`config.mk`:
```
export PLATFORM = sky130hd
export DESIGN_NAME = mbcn_ctrl
export DESIGN_NICKNAME = d
export VERILOG_FILES = /design/src/sv/mbcn_pkg.sv /design/src/sv/mbcn_ctrl.sv
export SDC_FILE = /design/constraint.sdc
export NUM_CORES = 1
export LEC_CHECK = 0
export BUFFER_PORTS_ARGS = -buffer_cell sky130_fd_sc_hd__buf_2
export CORE_AREA = 8 8 45 47
export DETAILED_ROUTE_END_ITERATION = 10
export DIE_AREA = 0 0 53 55
export GPL_TIMING_DRIVEN = 1
export SLEW_MARGIN = 5
export SYNTH_ARGS = -nofsm -noshare
export SYNTH_HDL_FRONTEND = slang
export SYNTH_SLANG_ARGS = --single-unit
```
`constraint.sdc`:
```
create_clock -name clk -period 2 [get_ports clk]
set_clock_uncertainty 0.2 [all_clocks]
set_input_delay 0.6 -clock clk [delete_from_list [all_inputs] [get_ports clk]]
set_output_delay 0.6 -clock clk [all_outputs]
set_load 0.01 [all_outputs]
```
`src/sv/mbcn_pkg.sv`:
```
// Package with shared types, constants and command codes of the centroid normalizer.
`default_nettype none
package mbcn_pkg;
  localparam int MaxVertices = 1024;
  localparam int IdxW = $clog2(MaxVertices);
  localparam int CntW = IdxW + 1;
  localparam int CoordW = 24;
  localparam int SumW = 34;

  localparam logic [1:0] CMD_LOAD = 2'd0;
  localparam logic [1:0] CMD_COMPUTE = 2'd1;
  localparam logic [1:0] CMD_READ = 2'd2;
  localparam logic [1:0] CMD_CLEAR = 2'd3;

  localparam logic [1:0] ST_OK = 2'd0;
  localparam logic [1:0] ST_EMPTY = 2'd1;
  localparam logic [1:0] ST_BADIDX = 2'd2;
  localparam logic [1:0] ST_DROPPED = 2'd3;

  localparam logic signed [CoordW-1:0] Pos24 = 24'sh7FFFFF;
  localparam logic signed [CoordW-1:0] Neg24 = -24'sh800000;
  localparam logic signed [CoordW-1:0] ZoffReset = -24'sd131072;

  typedef struct packed {
    logic [1:0] command;
    logic signed [CoordW-1:0] coord_x;
    logic signed [CoordW-1:0] coord_y;
    logic signed [CoordW-1:0] coord_z;
    logic [9:0] vertex_index;
  } in_req_t;

  typedef struct packed {
    logic signed [CoordW-1:0] out_x;
    logic signed [CoordW-1:0] out_y;
    logic signed [CoordW-1:0] out_z;
    logic [CoordW-1:0] scale_out;
    logic [1:0] status;
  } out_res_t;

  // Controller to datapath commands.
  typedef struct packed {
    logic accept;
    logic div_start;
    logic [1:0] axis;
    logic div_mean;
    logic latch_res;
    logic fire;
  } ctl_cmd_t;

  // Datapath to controller status.
  typedef struct packed {
    logic div_done;
  } dp_stat_t;
endpackage
`default_nettype wire

```
`src/sv/mbcn_ctrl.sv`:
```
// Controller state machine sequencing the per-axis divisions.
`default_nettype none
module mbcn_ctrl import mbcn_pkg::*; (
  input  wire logic       clk,
  input  wire logic       rst_n,
  input  wire logic       start,
  input  wire logic [1:0] command,
  input  wire logic       need_div,
  input  wire dp_stat_t   stat,
  output logic            busy,
  output ctl_cmd_t        cmd
);
  localparam logic [2:0] S_IDLE = 3'd0;
  localparam logic [2:0] S_RD = 3'd1;
  localparam logic [2:0] S_DIV = 3'd2;
  localparam logic [2:0] S_WAIT = 3'd3;
  localparam logic [2:0] S_OUT = 3'd4;

  logic [2:0] state_r, state_nxt;
  logic [1:0] axis_r, axis_nxt;
  logic       mean_r, mean_nxt;

  always_comb begin
    state_nxt = state_r;
    axis_nxt = axis_r;
    mean_nxt = mean_r;
    cmd = '0;
    cmd.axis = axis_r;
    cmd.div_mean = mean_r;
    cmd.accept = start && (state_r == S_IDLE);
    case (state_r)
      S_IDLE: begin
        if (start) begin
          axis_nxt = 2'd0;
          mean_nxt = (command == CMD_COMPUTE);
          if (command == CMD_COMPUTE || command == CMD_READ) begin
            state_nxt = S_RD;
          end
        end
      end
      S_RD: begin
        cmd.latch_res = 1'b1;
        state_nxt = need_div ? S_DIV : S_OUT;
      end
      S_DIV: begin
        cmd.div_start = 1'b1;
        state_nxt = S_WAIT;
      end
      S_WAIT: begin
        if (stat.div_done) begin
          if (axis_r == 2'd2) begin
            state_nxt = S_OUT;
          end else begin
            axis_nxt = axis_r + 2'd1;
            state_nxt = S_DIV;
          end
        end
      end
      S_OUT: begin
        cmd.fire = 1'b1;
        state_nxt = S_IDLE;
      end
      default: state_nxt = S_IDLE;
    endcase
  end

  assign busy = (state_r != S_IDLE);

  always_ff @(posedge clk) begin
    if (!rst_n) begin
      state_r <= S_IDLE;
      axis_r <= '0;
      mean_r <= 1'b0;
    end else begin
      state_r <= state_nxt;
      axis_r <= axis_nxt;
      mean_r <= mean_nxt;
    end
  end

  a_wait_axis: assert property (@(posedge clk) disable iff (!rst_n)
    (state_r == S_WAIT) |-> (axis_r != 2'd3)) else $error("axis out of range");
  a_fire_idle: assert property (@(posedge clk) disable iff (!rst_n)
    cmd.fire |=> (state_r == S_IDLE)) else $error("no return to idle");
  a_start_div: assert property (@(posedge clk) disable iff (!rst_n)
    cmd.div_start |=> (state_r == S_WAIT)) else $error("division not awaited");
endmodule
`default_nettype wire

```
# [Yosys cells after proc, flatten, opt, wreduce, memory -nomap -nowiden]
# Cells that the tools add are included.
[totals] ff_bits=6 output_inout_bits=8
[classes] n_addsub=1 n_eq_ne=11 mux=13 n_reduce_logical=8
[ops] cell="3-bit 2-to-1 mux" n=5
[ops] cell="3-bit case mux with 4 select lines" n=1
[ops] cell="3-bit by 2-bit == test with 1-bit output, second input constant" n=2
[ops] cell="2-bit 2-to-1 mux" n=3
[ops] cell="2-bit inequality test, second input constant" n=3
[ops] cell="2-bit == test, second input constant" n=2
[ops] cell="2-bit case mux with 2 select lines" n=1
[ops] cell="4-bit AND reduction" n=1
[ops] cell="3-bit by 1-bit == test with 1-bit output, second input constant" n=1
[ops] cell="3-bit == test, second input constant" n=1
[ops] cell="3-bit logical NOT" n=1
[ops] cell="1-bit 2-to-1 mux" n=3
[ops] cell="3-bit AND reduction" n=1
[ops] cell="3-bit nonzero test" n=1
[ops] cell="2-bit by 1-bit adder with 2-bit output, second input constant" n=1
[ops] cell="2-bit by 1-bit == test with 1-bit output, second input constant" n=1
[ops] cell="2-bit by 1-bit inequality test with 1-bit output, second input constant" n=1
[ops] cell="2-bit AND reduction" n=1
[ops] cell="2-bit nonzero test" n=1
[ops] cell="1-bit logical AND" n=1
[ops] cell="1-bit logical OR" n=1

# [Logic depth before layout (Yosys ltp)]
[depth] ltp_word=5 depth_mapped=5 depth_no_buf=5

# [Worst setup path before layout]
# Ideal clock, no wire load.
[synth_path] path_type="input port to output port" from="input start" to="output cmd[6] (netlist bit)" arrival_ps=946 t_required_ps=1200 setup_slack_ps=254 stages=1 path_buffers=0 cell_sequence="nor4b_2"
[synth_between] elab_chain_cells=1
[synth_lines] item="start, declared" line_no="mbcn_ctrl.sv:6" rtl="input wire logic start,"
[synth_lines] item="1-bit logical AND" line_no="mbcn_ctrl.sv:30" rtl="cmd.accept = start && (state_r == S_IDLE);"
[synth_lines] item="end, declared" line_no="mbcn_ctrl.sv:11" rtl="output ctl_cmd_t cmd"
# Every way passes these cells.

# [Worst setup path in the final report]
[layout_path] from="register state_r[1]" to="output busy"
[layout_between] elab_chain_cells=1
[layout_lines] item="start, declared" line_no="mbcn_ctrl.sv:19" rtl="logic [2:0] state_r, state_nxt;"
[layout_lines] item="start signal, assigned" line_no="mbcn_ctrl.sv:75" rtl="state_r <= state_nxt;"
[layout_lines] item="3-bit nonzero test" line_no="mbcn_ctrl.sv:67" rtl="assign busy = (state_r != S_IDLE);"
[layout_lines] item="end, declared" line_no="mbcn_ctrl.sv:10" rtl="output logic busy,"
# Every way passes these cells.

==> results.json <==
{
  "status": "finished, final reports clean",
  "hold_class": "reg2reg",
  "drc": 0,
  "drv_cap": 0,
  "critPathKind": "reg2out",
  "fin_cells": 76,
  "hold_viol_final": 0,
  "drive_gt1_share_pct": 41.7,
  "core_area_um2": 1380,
  "dieWidth_um": 53,
  "cp_num_buf_inv": 1,
  "worst_slew_margin_rel_pct": 84.9,
  "avgSynthCellArea_um2": 8.61,
  "slew_violations": 0,
  "routedWlPerCell_um": 11.0,
  "crit_family": "simple AND/OR/NAND/NOR gates",
  "cpPeakStageDelay_ns": 0.36,
  "synth_nets": 52,
  "finalWorstSetupSlack_ns": 0.111,
  "grt_max_degree": 10,
  "numCtsBuffers": 3,
  "setup-tns-final_ns": 0,
  "power_density_nw_per_um2": 599,
  "cts_hold_buffers": 0,
  "crit_slowest_cell": "or3_1",
  "cts_tree": "built",
  "vias": 355,
  "path_clk_slew_ns": 0.04,
  "ys_seq_elements": 6,
  "critPathLaunchType": "flip-flop",
  "cts_root_buffer": "clkbuf_4",
  "dp_cells": 73,
  "antenna_found_initial": 0,
  "crit_path_end_kind": "output port",
  "pre_cts_slack_ns": 0.127,
  "finalCritPeriodShare_pct": 94.4,
  "via_per_inst": 4.67,
  "postSynthCellCount": 43,
  "nets": 71,
  "insertedDiodeCount": 0,
  "setup_viol": 0,
  "ys_warn_count": 0,
  "p_leak_nw": 0.233,
  "drt-pass1-iter-count": 4,
  "ys_types": 22,
  "io_pins": 15,
  "grt_pass1_vias": 345,
  "arrival_ns": 1.09,
  "wirelength_um": 834,
  "htree_levels": 1,
  "port_buffers": 14,
  "worstMarginPinSlew_ns": 0.226,
  "gp_congestion": 0.712,
  "critPathMaxFanout": 6,
  "rsz0062_at_grt": "no",
  "crit_required_ns": 1.20,
  "die_y_um": 55,
  "ir_worst_vdd_mv": 0.272,
  "clockBufferDepth": 2,
  "grt_pass1_wl_um": 1390,
  "syn2layout_area_growth_pct": 33.1,
  "dr.first_iter.drc_count": 6,
  "final_cell_mix": "buf_2 (14), nand2_1 (4), dfxtp_1 (4)",
  "rows": 14,
  "final_common_cell": "buf_2",
  "gr-total-overflow": 0,
  "fmax_ghz": 0.529,
  "clkSinkCount": 6,
  "syn_area_um2": 370,
  "dieArea_um2": 2920,
  "ant_nets": 0,
  "finalCriticalPeriod_ns": 1.89,
  "crit_chain": "or3_1, buf_2",
  "start_util_pct": 26.8,
  "ys_seq_area_share_pct": 32.4,
  "hpwlAfterDp_um": 681,
  "grt_usage_pct": 6.34,
  "clock_latency_ns": 0.23
}
==> path summary, 6_finish.rpt <==
path | start | to | slack, ns | cells after the start
worst max-delay path | state_r[1] | busy | 0.11 | 2
worst min-delay path | axis_r[1] | axis_r[1] | 0.27 | 2
worst max register to register | axis_r[0] | axis_r[0] | 0.50 | 5
worst min register to register | axis_r[1] | axis_r[1] | 0.27 | 2
==> worst reg2reg max path, delay by kind of cell, from the launching register on <==
family	cells	cell delay [ns]
DFF	1	0.34
muxes	1	0.20
buffers and inverters	1	0.06
and+or+nand+nor	1	0.20
AOI/OAI and AO/OA	1	0.22
adders and majority gates	1	0.21
==> registers in the layout, indices dropped and copies added, names as in the netlist <==
name     cells
axis_r       2
mean_r       1
state_r      3
==> synth_stat cells (all sizes together) <==
library cell	n	area (um^2)
nand2	4	15.0
o21ai	1	5.00
nand2b	1	6.26
mux2i	3	30.0
nand3	1	5.00
a21oi	3	18.8
nand4	1	6.26
and3	1	6.26
nor3	1	5.00
or3b	1	8.76
nand4b	2	17.5
inv	2	7.51
dfxtp	6	120
nor2	2	7.51
nor2b	4	25.0
ha	2	25.0
nor4b	1	15.0
or3	1	6.26
buf	3	17.5
nor3b	3	22.5
==> stage by stage <==
stage / utilization, % / area, um^2 / hold WS, ns / power, mW
after detailed placement: 33.6 / 465 / 0.269 / 0.192
after CTS: 35.4 / 489 / 0.276 / 0.301
after global placement: 33.6 / 465 / 0.265 / 0.192
final: 35.6 / 493 / 0.273 / 0.295
after global routing: 35.6 / 493 / 0.296 / 0.320
after floorplan: - / 370 / 0.284 / 0.167
==> metal layers <==
| metal | vias to the layer above | GRT usage, % | wire length, um |
|---|---|---|---|
| met3 | 0 | 3.21 | 82 |
| met5 | - | 0 | 0 |
| li1 | 184 | - | - |
| met1 | 160 | 7.46 | 374 |
| met2 | 11 | 9.18 | 377 |
| met4 | 0 | 3.45 | 0 |
==> where the power goes <==
| group | leakage [nW] | switching, mW | internal [mW] |
|---|---|---|---|
| Clock | 0.0138 | 0.0372 | 0.0674 |
| Sequential | 0.0496 | 0.00650 | 0.125 |
| Combinational | 0.170 | 0.0276 | 0.0318 |
| Total | 0.233 | 0.0713 | 0.224 |
==> logic make-up (layout without fill, tap and decap cells) <==
kind of cell	count (synthesis)	in the layout	synth area share (%)
flops	6	6	32.4
fa+ha+maj	2	2	6.76
simple gates	23	23	39.5
mux	3	3	8.11
buf+inv	5	22	6.76
compound gates	4	4	6.42
==> what timing repair did <==
action,4_1_cts,5_1_grt
setup buffers,0,0
cloned,0,0
resized for setup,1,2
endpoints found under the setup margin,1,2
==> layout make-up <==
cell class                 count  area [um^2]
inverter                       2         7.51
clock buffer                   3         22.5
tap                           16         20.0
sequential                     6          123
fill                         159          891
multi-input combinational     32          228
timing repair buffer          17         92.6
(Power assumes the default switching activity.)
